$ cat src/hw/rtl/i2cm_pkg.sv
// ----------------------------------------------------------------------------
// i2cm_pkg
// shared widths, command kinds and register indexes of the i2c bit engine
// ----------------------------------------------------------------------------
package i2cm_pkg;

    localparam int KIND_W  = 3;
    localparam int BYTE_W  = 8;
    localparam int TPM_W   = 10;
    localparam int TO_W    = 8;
    localparam int DELAY_W = 13;
    localparam int BITS_W  = 4;
    localparam int CFG_W   = 10;
    localparam int CFG_IDX_W = 1;

    typedef logic [KIND_W-1:0]    kind_t;
    typedef logic [BYTE_W-1:0]    byte_t;
    typedef logic [TPM_W-1:0]     tpm_t;
    typedef logic [TO_W-1:0]      timeout_t;
    typedef logic [DELAY_W-1:0]   delay_t;
    typedef logic [BITS_W-1:0]    bits_t;
    typedef logic [CFG_W-1:0]     cfg_data_t;
    typedef logic [CFG_IDX_W-1:0] cfg_idx_t;

    localparam kind_t KIND_TICK  = 3'd0;
    localparam kind_t KIND_START = 3'd1;
    localparam kind_t KIND_STOP  = 3'd2;
    localparam kind_t KIND_WRITE = 3'd3;
    localparam kind_t KIND_WACK  = 3'd4;
    localparam kind_t KIND_READ  = 3'd5;

    localparam cfg_idx_t CFG_TPM     = 1'b0;
    localparam cfg_idx_t CFG_TIMEOUT = 1'b1;

    localparam tpm_t     TPM_RESET     = 10'd1;
    localparam timeout_t TIMEOUT_RESET = 8'd250;
    localparam bits_t    BITS_PER_BYTE = 4'd8;

endpackage

$ cat src/hw/rtl/i2cm_if.sv
// ----------------------------------------------------------------------------
// i2cm_cmd_if / i2cm_res_if
// valid/ready channels for command items and result items
// ----------------------------------------------------------------------------
interface i2cm_cmd_if;
    logic              valid;
    logic              ready;
    i2cm_pkg::kind_t   kind;
    i2cm_pkg::byte_t   data_byte;
    logic              send_ack;
    logic              sda_in;

    modport source (output valid, kind, data_byte, send_ack, sda_in, input ready);
    modport sink   (input valid, kind, data_byte, send_ack, sda_in, output ready);
endinterface

interface i2cm_res_if;
    logic              valid;
    logic              ready;
    logic              scl_level;
    logic              sda_level;
    logic              sda_drive;
    logic              busy_res;
    logic              done_res;
    i2cm_pkg::byte_t   read_data;
    logic              ack_failed;

    modport source (output valid, scl_level, sda_level, sda_drive, busy_res, done_res,
                    read_data, ack_failed, input ready);
    modport sink   (input valid, scl_level, sda_level, sda_drive, busy_res, done_res,
                    read_data, ack_failed, output ready);
endinterface

$ cat src/hw/rtl/i2c_master_bit_engine_top.sv
// ----------------------------------------------------------------------------
// i2c_master_bit_engine_top
// i2c master bit sequencer: start, stop, byte write, ack wait and byte read,
// timed by tick items that also carry the sampled sda level
//
//   channel | dir | contents
//   cmd     | in  | kind, data_byte, send_ack, sda_in
//   res     | out | scl_level, sda_level, sda_drive, busy_res, done_res,
//           |     | read_data, ack_failed
//   cfg     | in  | cfg_we, cfg_index, cfg_data (write only)
//
// one item per clock while cmd.ready is high; each item yields one result in the next cycle
// the sequencer state registers are updated on the accepting edge
// the result register frees in the cycle it is taken, so cmd.ready is
// low only while a result is held and res.ready is low
// reset puts both lines high with sda driven and the sequencer idle
// ----------------------------------------------------------------------------
module i2c_master_bit_engine_top
(
    input  logic                     clk,
    input  logic                     rst_n,
    input  logic                     cfg_we,
    input  i2cm_pkg::cfg_idx_t       cfg_index,
    input  i2cm_pkg::cfg_data_t      cfg_data,
    i2cm_cmd_if.sink                 cmd,
    i2cm_res_if.source               res
);

    localparam logic [3:0] PH_IDLE    = 4'd0;
    localparam logic [3:0] PH_START   = 4'd1;
    localparam logic [3:0] PH_STOP_A  = 4'd2;
    localparam logic [3:0] PH_STOP_B  = 4'd3;
    localparam logic [3:0] PH_WA_A    = 4'd4;
    localparam logic [3:0] PH_WA_B    = 4'd5;
    localparam logic [3:0] PH_WA_POLL = 4'd6;
    localparam logic [3:0] PH_SB_A    = 4'd7;
    localparam logic [3:0] PH_SB_B    = 4'd8;
    localparam logic [3:0] PH_SB_C    = 4'd9;
    localparam logic [3:0] PH_RB_A    = 4'd10;
    localparam logic [3:0] PH_RB_B    = 4'd11;
    localparam logic [3:0] PH_AK_A    = 4'd12;
    localparam logic [3:0] PH_AK_B    = 4'd13;

    i2cm_pkg::tpm_t     tpm_reg;
    i2cm_pkg::timeout_t timeout_reg;

    logic [3:0]         phase_reg,  phase_next;
    i2cm_pkg::bits_t    bits_reg,   bits_next;
    i2cm_pkg::byte_t    shift_reg,  shift_next;
    i2cm_pkg::delay_t   delay_reg,  delay_next;
    i2cm_pkg::timeout_t poll_reg,   poll_next;
    logic               ackc_reg,   ackc_next;
    logic               scl_reg,    scl_next;
    logic               sda_reg,    sda_next;
    logic               drive_reg,  drive_next;
    i2cm_pkg::byte_t    rd_reg,     rd_next;
    logic               fail_reg,   fail_next;
    logic               done_reg,   done_next;
    logic               out_valid_reg;

    logic               in_fire;
    i2cm_pkg::delay_t   dly1, dly2, dly4;
    i2cm_pkg::bits_t    bits_inc;

    assign cmd.ready = !out_valid_reg || res.ready;
    assign in_fire   = cmd.valid && cmd.ready;

    assign dly1     = {3'b000, tpm_reg};
    assign dly2     = {2'b00, tpm_reg, 1'b0};
    assign dly4     = {1'b0, tpm_reg, 2'b00};
    assign bits_inc = bits_reg + 4'd1;

    // config registers
    always_ff @(posedge clk or negedge rst_n)
    begin
        if (!rst_n)
        begin
            tpm_reg     <= i2cm_pkg::TPM_RESET;
            timeout_reg <= i2cm_pkg::TIMEOUT_RESET;
        end
        else if (cfg_we)
        begin
            case (cfg_index)
                i2cm_pkg::CFG_TPM:     tpm_reg     <= cfg_data;
                i2cm_pkg::CFG_TIMEOUT: timeout_reg <= cfg_data[i2cm_pkg::TO_W-1:0];
                default:               tpm_reg     <= tpm_reg;
            endcase
        end
    end

    // sequencer next state
    always_comb
    begin
        phase_next = phase_reg;
        bits_next  = bits_reg;
        shift_next = shift_reg;
        delay_next = delay_reg;
        poll_next  = poll_reg;
        ackc_next  = ackc_reg;
        scl_next   = scl_reg;
        sda_next   = sda_reg;
        drive_next = drive_reg;
        rd_next    = rd_reg;
        fail_next  = fail_reg;
        done_next  = 1'b0;

        if (in_fire)
        begin
            if (cmd.kind == i2cm_pkg::KIND_TICK)
            begin
                if (phase_reg == PH_WA_POLL)
                begin
                    if (!cmd.sda_in)
                    begin
                        scl_next   = 1'b0;
                        fail_next  = 1'b0;
                        phase_next = PH_IDLE;
                        done_next  = 1'b1;
                    end
                    else if (poll_reg >= timeout_reg)
                    begin
                        fail_next  = 1'b1;
                        drive_next = 1'b1;
                        scl_next   = 1'b0;
                        sda_next   = 1'b0;
                        phase_next = PH_STOP_A;
                        delay_next = dly4;
                    end
                    else
                    begin
                        poll_next = poll_reg + 8'd1;
                    end
                end
                else if (phase_reg != PH_IDLE)
                begin
                    // data bit sampled on the tick that raises scl
                    if (phase_reg == PH_RB_A && delay_reg <= 13'd1)
                        shift_next = {shift_reg[6:0], cmd.sda_in};

                    if (delay_reg > 13'd1)
                    begin
                        delay_next = delay_reg - 13'd1;
                    end
                    else
                    begin
                        delay_next = '0;
                        case (phase_reg)
                            PH_START:
                            begin
                                scl_next   = 1'b0;
                                phase_next = PH_IDLE;
                                done_next  = 1'b1;
                            end
                            PH_STOP_A:
                            begin
                                scl_next   = 1'b1;
                                sda_next   = 1'b1;
                                phase_next = PH_STOP_B;
                                delay_next = dly4;
                            end
                            PH_STOP_B:
                            begin
                                phase_next = PH_IDLE;
                                done_next  = 1'b1;
                            end
                            PH_WA_A:
                            begin
                                scl_next   = 1'b1;
                                phase_next = PH_WA_B;
                                delay_next = dly1;
                            end
                            PH_WA_B:
                            begin
                                poll_next  = '0;
                                phase_next = PH_WA_POLL;
                            end
                            PH_SB_A:
                            begin
                                scl_next   = 1'b1;
                                phase_next = PH_SB_B;
                                delay_next = dly2;
                            end
                            PH_SB_B:
                            begin
                                scl_next   = 1'b0;
                                phase_next = PH_SB_C;
                                delay_next = dly2;
                            end
                            PH_SB_C:
                            begin
                                bits_next = bits_inc;
                                if (bits_inc >= i2cm_pkg::BITS_PER_BYTE)
                                begin
                                    phase_next = PH_IDLE;
                                    done_next  = 1'b1;
                                end
                                else
                                begin
                                    sda_next   = shift_reg[7];
                                    shift_next = {shift_reg[6:0], 1'b0};
                                    phase_next = PH_SB_A;
                                    delay_next = dly2;
                                end
                            end
                            PH_RB_A:
                            begin
                                scl_next   = 1'b1;
                                phase_next = PH_RB_B;
                                delay_next = dly1;
                            end
                            PH_RB_B:
                            begin
                                bits_next = bits_inc;
                                scl_next  = 1'b0;
                                if (bits_inc >= i2cm_pkg::BITS_PER_BYTE)
                                begin
                                    rd_next    = shift_reg;
                                    drive_next = 1'b1;
                                    sda_next   = !ackc_reg;
                                    phase_next = PH_AK_A;
                                end
                                else
                                begin
                                    phase_next = PH_RB_A;
                                end
                                delay_next = dly2;
                            end
                            PH_AK_A:
                            begin
                                scl_next   = 1'b1;
                                phase_next = PH_AK_B;
                                delay_next = dly2;
                            end
                            PH_AK_B:
                            begin
                                scl_next   = 1'b0;
                                phase_next = PH_IDLE;
                                done_next  = 1'b1;
                            end
                            default:
                            begin
                                phase_next = PH_IDLE;
                            end
                        endcase
                    end
                end
            end
            else if (phase_reg == PH_IDLE)
            begin
                case (cmd.kind)
                    i2cm_pkg::KIND_START:
                    begin
                        drive_next = 1'b1;
                        scl_next   = 1'b1;
                        sda_next   = 1'b0;
                        phase_next = PH_START;
                        delay_next = dly4;
                    end
                    i2cm_pkg::KIND_STOP:
                    begin
                        drive_next = 1'b1;
                        scl_next   = 1'b0;
                        sda_next   = 1'b0;
                        phase_next = PH_STOP_A;
                        delay_next = dly4;
                    end
                    i2cm_pkg::KIND_WRITE:
                    begin
                        drive_next = 1'b1;
                        bits_next  = '0;
                        sda_next   = cmd.data_byte[7];
                        shift_next = {cmd.data_byte[6:0], 1'b0};
                        phase_next = PH_SB_A;
                        delay_next = dly2;
                    end
                    i2cm_pkg::KIND_WACK:
                    begin
                        drive_next = 1'b0;
                        sda_next   = 1'b1;
                        poll_next  = '0;
                        phase_next = PH_WA_A;
                        delay_next = dly1;
                    end
                    i2cm_pkg::KIND_READ:
                    begin
                        drive_next = 1'b0;
                        ackc_next  = cmd.send_ack;
                        shift_next = '0;
                        bits_next  = '0;
                        scl_next   = 1'b0;
                        phase_next = PH_RB_A;
                        delay_next = dly2;
                    end
                    default:
                    begin
                        phase_next = phase_reg;
                    end
                endcase
            end
        end
    end

    always_ff @(posedge clk or negedge rst_n)
    begin
        if (!rst_n)
        begin
            phase_reg     <= PH_IDLE;
            bits_reg      <= '0;
            shift_reg     <= '0;
            delay_reg     <= '0;
            poll_reg      <= '0;
            ackc_reg      <= 1'b0;
            scl_reg       <= 1'b1;
            sda_reg       <= 1'b1;
            drive_reg     <= 1'b1;
            rd_reg        <= '0;
            fail_reg      <= 1'b0;
            done_reg      <= 1'b0;
            out_valid_reg <= 1'b0;
        end
        else
        begin
            phase_reg <= phase_next;
            bits_reg  <= bits_next;
            shift_reg <= shift_next;
            delay_reg <= delay_next;
            poll_reg  <= poll_next;
            ackc_reg  <= ackc_next;
            scl_reg   <= scl_next;
            sda_reg   <= sda_next;
            drive_reg <= drive_next;
            rd_reg    <= rd_next;
            fail_reg  <= fail_next;
            if (in_fire)
                done_reg <= done_next;
            if (in_fire)
                out_valid_reg <= 1'b1;
            else if (res.ready)
                out_valid_reg <= 1'b0;
        end
    end

    // state registers only change on an accepted item, so they hold the result
    assign res.valid      = out_valid_reg;
    assign res.scl_level  = scl_reg;
    assign res.sda_level  = sda_reg;
    assign res.sda_drive  = drive_reg;
    assign res.busy_res   = (phase_reg != PH_IDLE);
    assign res.done_res   = done_reg;
    assign res.read_data  = rd_reg;
    assign res.ack_failed = fail_reg;

    a_fire_gives_result: assert property (@(posedge clk) disable iff (!rst_n)
        in_fire |=> out_valid_reg)
        else $error("accepted item gave no result");

    a_done_not_busy: assert property (@(posedge clk) disable iff (!rst_n)
        out_valid_reg && done_reg |-> phase_reg == PH_IDLE)
        else $error("done reported while still busy");

    a_poll_released: assert property (@(posedge clk) disable iff (!rst_n)
        phase_reg == PH_WA_POLL |-> !drive_reg && scl_reg)
        else $error("sda driven or scl low during ack poll");

    a_state_holds: assert property (@(posedge clk) disable iff (!rst_n)
        !in_fire |=> $stable(phase_reg) && $stable(delay_reg))
        else $error("sequencer moved without an item");

    a_no_stall_loss: assert property (@(posedge clk) disable iff (!rst_n)
        out_valid_reg && !res.ready |-> !cmd.ready)
        else $error("item accepted over a held result");

endmodule

$ cat src/flat_wrapper.sv
// flat-port wrapper written by rule: the top's interface ports become plain ports
module i2c_master_bit_engine_top_flat 
  (clk, rst_n, cfg_we, cfg_index, cfg_data, cmd_valid, cmd_kind, cmd_data_byte, cmd_send_ack, cmd_sda_in, cmd_ready, res_valid, res_scl_level, res_sda_level, res_sda_drive, res_busy_res, res_done_res, res_read_data, res_ack_failed, res_ready);
  i2cm_cmd_if cmd_i ();
  i2cm_res_if res_i ();
  input  logic clk;
  input  logic rst_n;
  input  logic cfg_we;
  input  i2cm_pkg::cfg_idx_t cfg_index;
  input  i2cm_pkg::cfg_data_t cfg_data;
  input wire logic [$bits(cmd_i.valid)-1:0] cmd_valid;
  input wire logic [$bits(cmd_i.kind)-1:0] cmd_kind;
  input wire logic [$bits(cmd_i.data_byte)-1:0] cmd_data_byte;
  input wire logic [$bits(cmd_i.send_ack)-1:0] cmd_send_ack;
  input wire logic [$bits(cmd_i.sda_in)-1:0] cmd_sda_in;
  output wire logic [$bits(cmd_i.ready)-1:0] cmd_ready;
  output wire logic [$bits(res_i.valid)-1:0] res_valid;
  output wire logic [$bits(res_i.scl_level)-1:0] res_scl_level;
  output wire logic [$bits(res_i.sda_level)-1:0] res_sda_level;
  output wire logic [$bits(res_i.sda_drive)-1:0] res_sda_drive;
  output wire logic [$bits(res_i.busy_res)-1:0] res_busy_res;
  output wire logic [$bits(res_i.done_res)-1:0] res_done_res;
  output wire logic [$bits(res_i.read_data)-1:0] res_read_data;
  output wire logic [$bits(res_i.ack_failed)-1:0] res_ack_failed;
  input wire logic [$bits(res_i.ready)-1:0] res_ready;
  assign cmd_i.valid = cmd_valid;
  assign cmd_i.kind = cmd_kind;
  assign cmd_i.data_byte = cmd_data_byte;
  assign cmd_i.send_ack = cmd_send_ack;
  assign cmd_i.sda_in = cmd_sda_in;
  assign cmd_ready = cmd_i.ready;
  assign res_valid = res_i.valid;
  assign res_scl_level = res_i.scl_level;
  assign res_sda_level = res_i.sda_level;
  assign res_sda_drive = res_i.sda_drive;
  assign res_busy_res = res_i.busy_res;
  assign res_done_res = res_i.done_res;
  assign res_read_data = res_i.read_data;
  assign res_ack_failed = res_i.ack_failed;
  assign res_i.ready = res_ready;
  i2c_master_bit_engine_top u_core (.clk(clk), .rst_n(rst_n), .cfg_we(cfg_we), .cfg_index(cfg_index), .cfg_data(cfg_data), .cmd(cmd_i), .res(res_i));
endmodule
$ cat config.mk
export PLATFORM = sky130hd
export DESIGN_NAME = i2c_master_bit_engine_top_flat
export DESIGN_NICKNAME = d
export VERILOG_FILES = /design/src/hw/rtl/i2cm_pkg.sv /design/src/hw/rtl/i2cm_if.sv /design/src/hw/rtl/i2c_master_bit_engine_top.sv /design/src/flat_wrapper.sv
export SDC_FILE = /design/constraint.sdc
export NUM_CORES = 1
export LEC_CHECK = 0
export BUFFER_PORTS_ARGS = -buffer_cell sky130_fd_sc_hd__buf_2
export CAP_MARGIN = 10
export CELL_PAD_IN_SITES_DETAIL_PLACEMENT = 1
export CELL_PAD_IN_SITES_GLOBAL_PLACEMENT = 1
export CORE_UTILIZATION = 40
export CTS_CLUSTER_SIZE = 14
export DETAILED_ROUTE_END_ITERATION = 10
export PLACE_DENSITY = 0.73
export SYNTH_ARGS = -nofsm -noshare
export SYNTH_HDL_FRONTEND = slang
export SYNTH_SLANG_ARGS = --single-unit
$ cat constraint.sdc
create_clock -name clk -period 4.65 [get_ports clk]
set_input_delay 0.2325 -clock clk [delete_from_list [all_inputs] [get_ports clk]]
set_output_delay 0.2325 -clock clk [all_outputs]
set_load 0.01 [all_outputs]
==> flow_summary.toml <==
[outcome]
status = "finished, violations left"
violations = "DRC"

[yosys]
synthTopCellsByCount = "60 x dfrtp_1, 40 x o21ai_0, 36 x nand2_1"
synth_edf_count = 0
yosysWarnings = 0
ys_seq_area_frac = 0.364
ys_ff_latch = 70
syn_nets = 570
syn_area_um2 = 4850
ys.flop_type = "dfrtp_1"
synthTopCellsByArea = "dfrtp_1 31%, mux2_2 7.7%, dfstp_2 5.4%"
synth.avg_cell_area_um2 = 9.18
synth_area_leader_cell = "dfrtp_1"
ys_types = 70
synth_most_common_cell = "dfrtp_1"
synthArstFlopShare = 1.00
syn_inst = 528
yosysTopAreaCellShare = 0.310

[timing]
finalHoldViolCount = 0
setup-tns-final_ps = 0
drv_slew = 0
period_minus_slack_ps = 3560
setup_slack_ps = 1090
finClkSkew_ps = 5.71
rsz0062_at_grt = "false"
fmax_ghz = 0.281
worst_slew_pin_slew_ps = 1050
final-setup-viol-count = 0
period_share = 0.766
slew_headroom = 0.297

[clock_network]
cts_inserted_buffers = 9
cts_root_buf = "clkbuf_16"
path_clk_slew_ps = 60
htree_num_levels = 3
cts_buffer_depth = 2
numClockSinks = 70
tritoncts = "done"
clk_latency_ps = 350
ctsResizeCount = 0

[routing]
vias = 4382
via_per_inst = 6.27
routed_wl_mm = 14.3
ant_nets = 0
drc = 4
wl_per_cell_um = 20.5
drtPass1Iterations = 8
drt_iter0_drc = 282

[floorplan]
fp-row-count = 39
core_um2 = 11600
fp.dieH_um = 112
pin_count = 45
die_x_um = 112
initial_core_util = 0.418
die_area_um2 = 12600

[critical_path]
crit_start = "u_core.phase_reg[2]"
crit_path_end_kind = "flip-flop"
worstSetupPathType = "reg -> reg"
crit_arrival_ps = 3840
start_kind = "flip-flop"
r2r_start = "u_core.phase_reg[2]"
worstPathMaxFanout = 28
cp.required_ps = 4930

[grt]
track_usage = 0.243
overflow = 0
grt_max_degree = 47
antenna_found_initial = 0
grt_pass1_wl_mm = 24.0
grt_pass1_vias = 4611

[hold_path]
hp-start = "cmd_send_ack"
hold_class = "in -> reg"

[power]
power_density_nw_per_um2 = 499
ir_drop_v = 0.000216
p_leak_nw = 2.33

[flow_run]
maxCapViolations = 0

[finish]
drive_gt1_frac = 0.230
nets = 593
antenna_cells = 0
largest_reg_flops = 13
area_growth_pct = 12.5

[place]
dpl.hpwl_mm = 10.6
io_buffers = 44
dp_slack_ps = 1100
place_congestion = 0.913
[cell families (layout without fill, tap and decap cells)]
group	Yosys count	in the layout	synth area share
flip-flops	70	70	0.364
buffers and inverters	64	92	0.0529
AND/OR/NAND/NOR	153	153	0.173
AO/OA/AOI/OAI	170	170	0.248
XOR/XNOR	4	4	0.00723
multiplexers	54	54	0.122
adder cells (fa/ha/maj)	13	13	0.0335
[placed cells by master (no fill, tap or decap), types with 5 or more instances in the layout]
cell type | Yosys | routed
o21a_1 | 5 | 5
a21oi_1 | 34 | 34
mux2i_1 | 12 | 12
a222oi_1 | 5 | 5
or3_1 | 8 | 8
clkbuf_16 | 0 | 9
buf_4 | 1 | 9
nor2_1 | 25 | 25
nor2b_1 | 6 | 6
nor4_1 | 6 | 6
dfrtp_1 | 60 | 60
nand2_1 | 36 | 36
dfstp_2 | 10 | 10
nand4_1 | 6 | 6
o21ai_0 | 40 | 40
and3_1 | 10 | 10
ha_1 | 13 | 13
o211ai_1 | 7 | 7
a22o_1 | 8 | 8
mux2_2 | 33 | 33
a32oi_1 | 8 | 8
nand3_1 | 11 | 11
a31oi_1 | 6 | 6
buf_2 | 4 | 44
inv_1 | 21 | 21
a221o_1 | 14 | 14
o221ai_1 | 5 | 5
nor3_1 | 12 | 12
nand2b_1 | 9 | 9
mux2_1 | 9 | 9
[final timing paths]
path | end | slack (ps) | cells after the start
worst max register to register | u_core.res.sda_drive | 1090 | 7
max in group asynchronous | u_core.tpm_reg[6] | 3190 | 3
worst max-delay path | u_core.res.sda_drive | 1090 | 7
min in group asynchronous | u_core.res.read_data[4] | 450 | 2
worst min-delay path | u_core.ackc_reg | 120 | 2
worst min register to register | u_core.res.read_data[0] | 480 | 1
[power by group]
group	switching [W]	total, W	internal (W)
clock	0.000269	0.000698	0.000429
sequential	0.000188	0.000953	0.000765
combinational	0.000640	0.00107	0.000432
total	0.00110	0.00272	0.00163
[through the flow]
step	utilization	std cells	instance area (um^2)	total power, W	hold WS (ps)
6_report	0.470	699	5450	0.00272	123
5_1_grt	0.470	699	5450	0.00290	129
4_1_cts	0.470	699	5450	0.00273	114
3_5_place_dp	0.443	682	5140	0.00201	290
3_3_place_gp	0.443	682	5140	0.00196	286
2_1_floorplan	-	528	4850	0.00170	-63.1
[critical path, stage by stage (launching register included)]
cell and delay (ps):
dfrtp_1 690, or4_1 690, ha_1 270, nor3b_1 570
and3_1 290, o211ai_1 330, a21oi_1 290, mux2_2 360
[layer usage]
| layer | wire (um) | GRT usage |
|---|---|---|
| met5 | 0 | 0 |
| met4 | 280 | 0.0951 |
| met3 | 706 | 0.0470 |
| met2 | 6800 | 0.390 |
| met1 | 6540 | 0.323 |
[repair_timing]
item / CTS / global route
hold buffers: 1 / 0
setup buffers: 0 / 0
endpoints found under the hold margin: 26 / 0
[cell type report]
type / instances / area (um^2)
tap: 143 / 179
fill: 1347 / 6160
clock inverter: 5 / 58.8
multi-input combinational: 394 / 2830
inverter: 22 / 82.6
timing repair buffer: 54 / 298
clock buffer: 11 / 243
sequential: 70 / 1760
No activity file was read; power rests on OpenSTA's default activity.
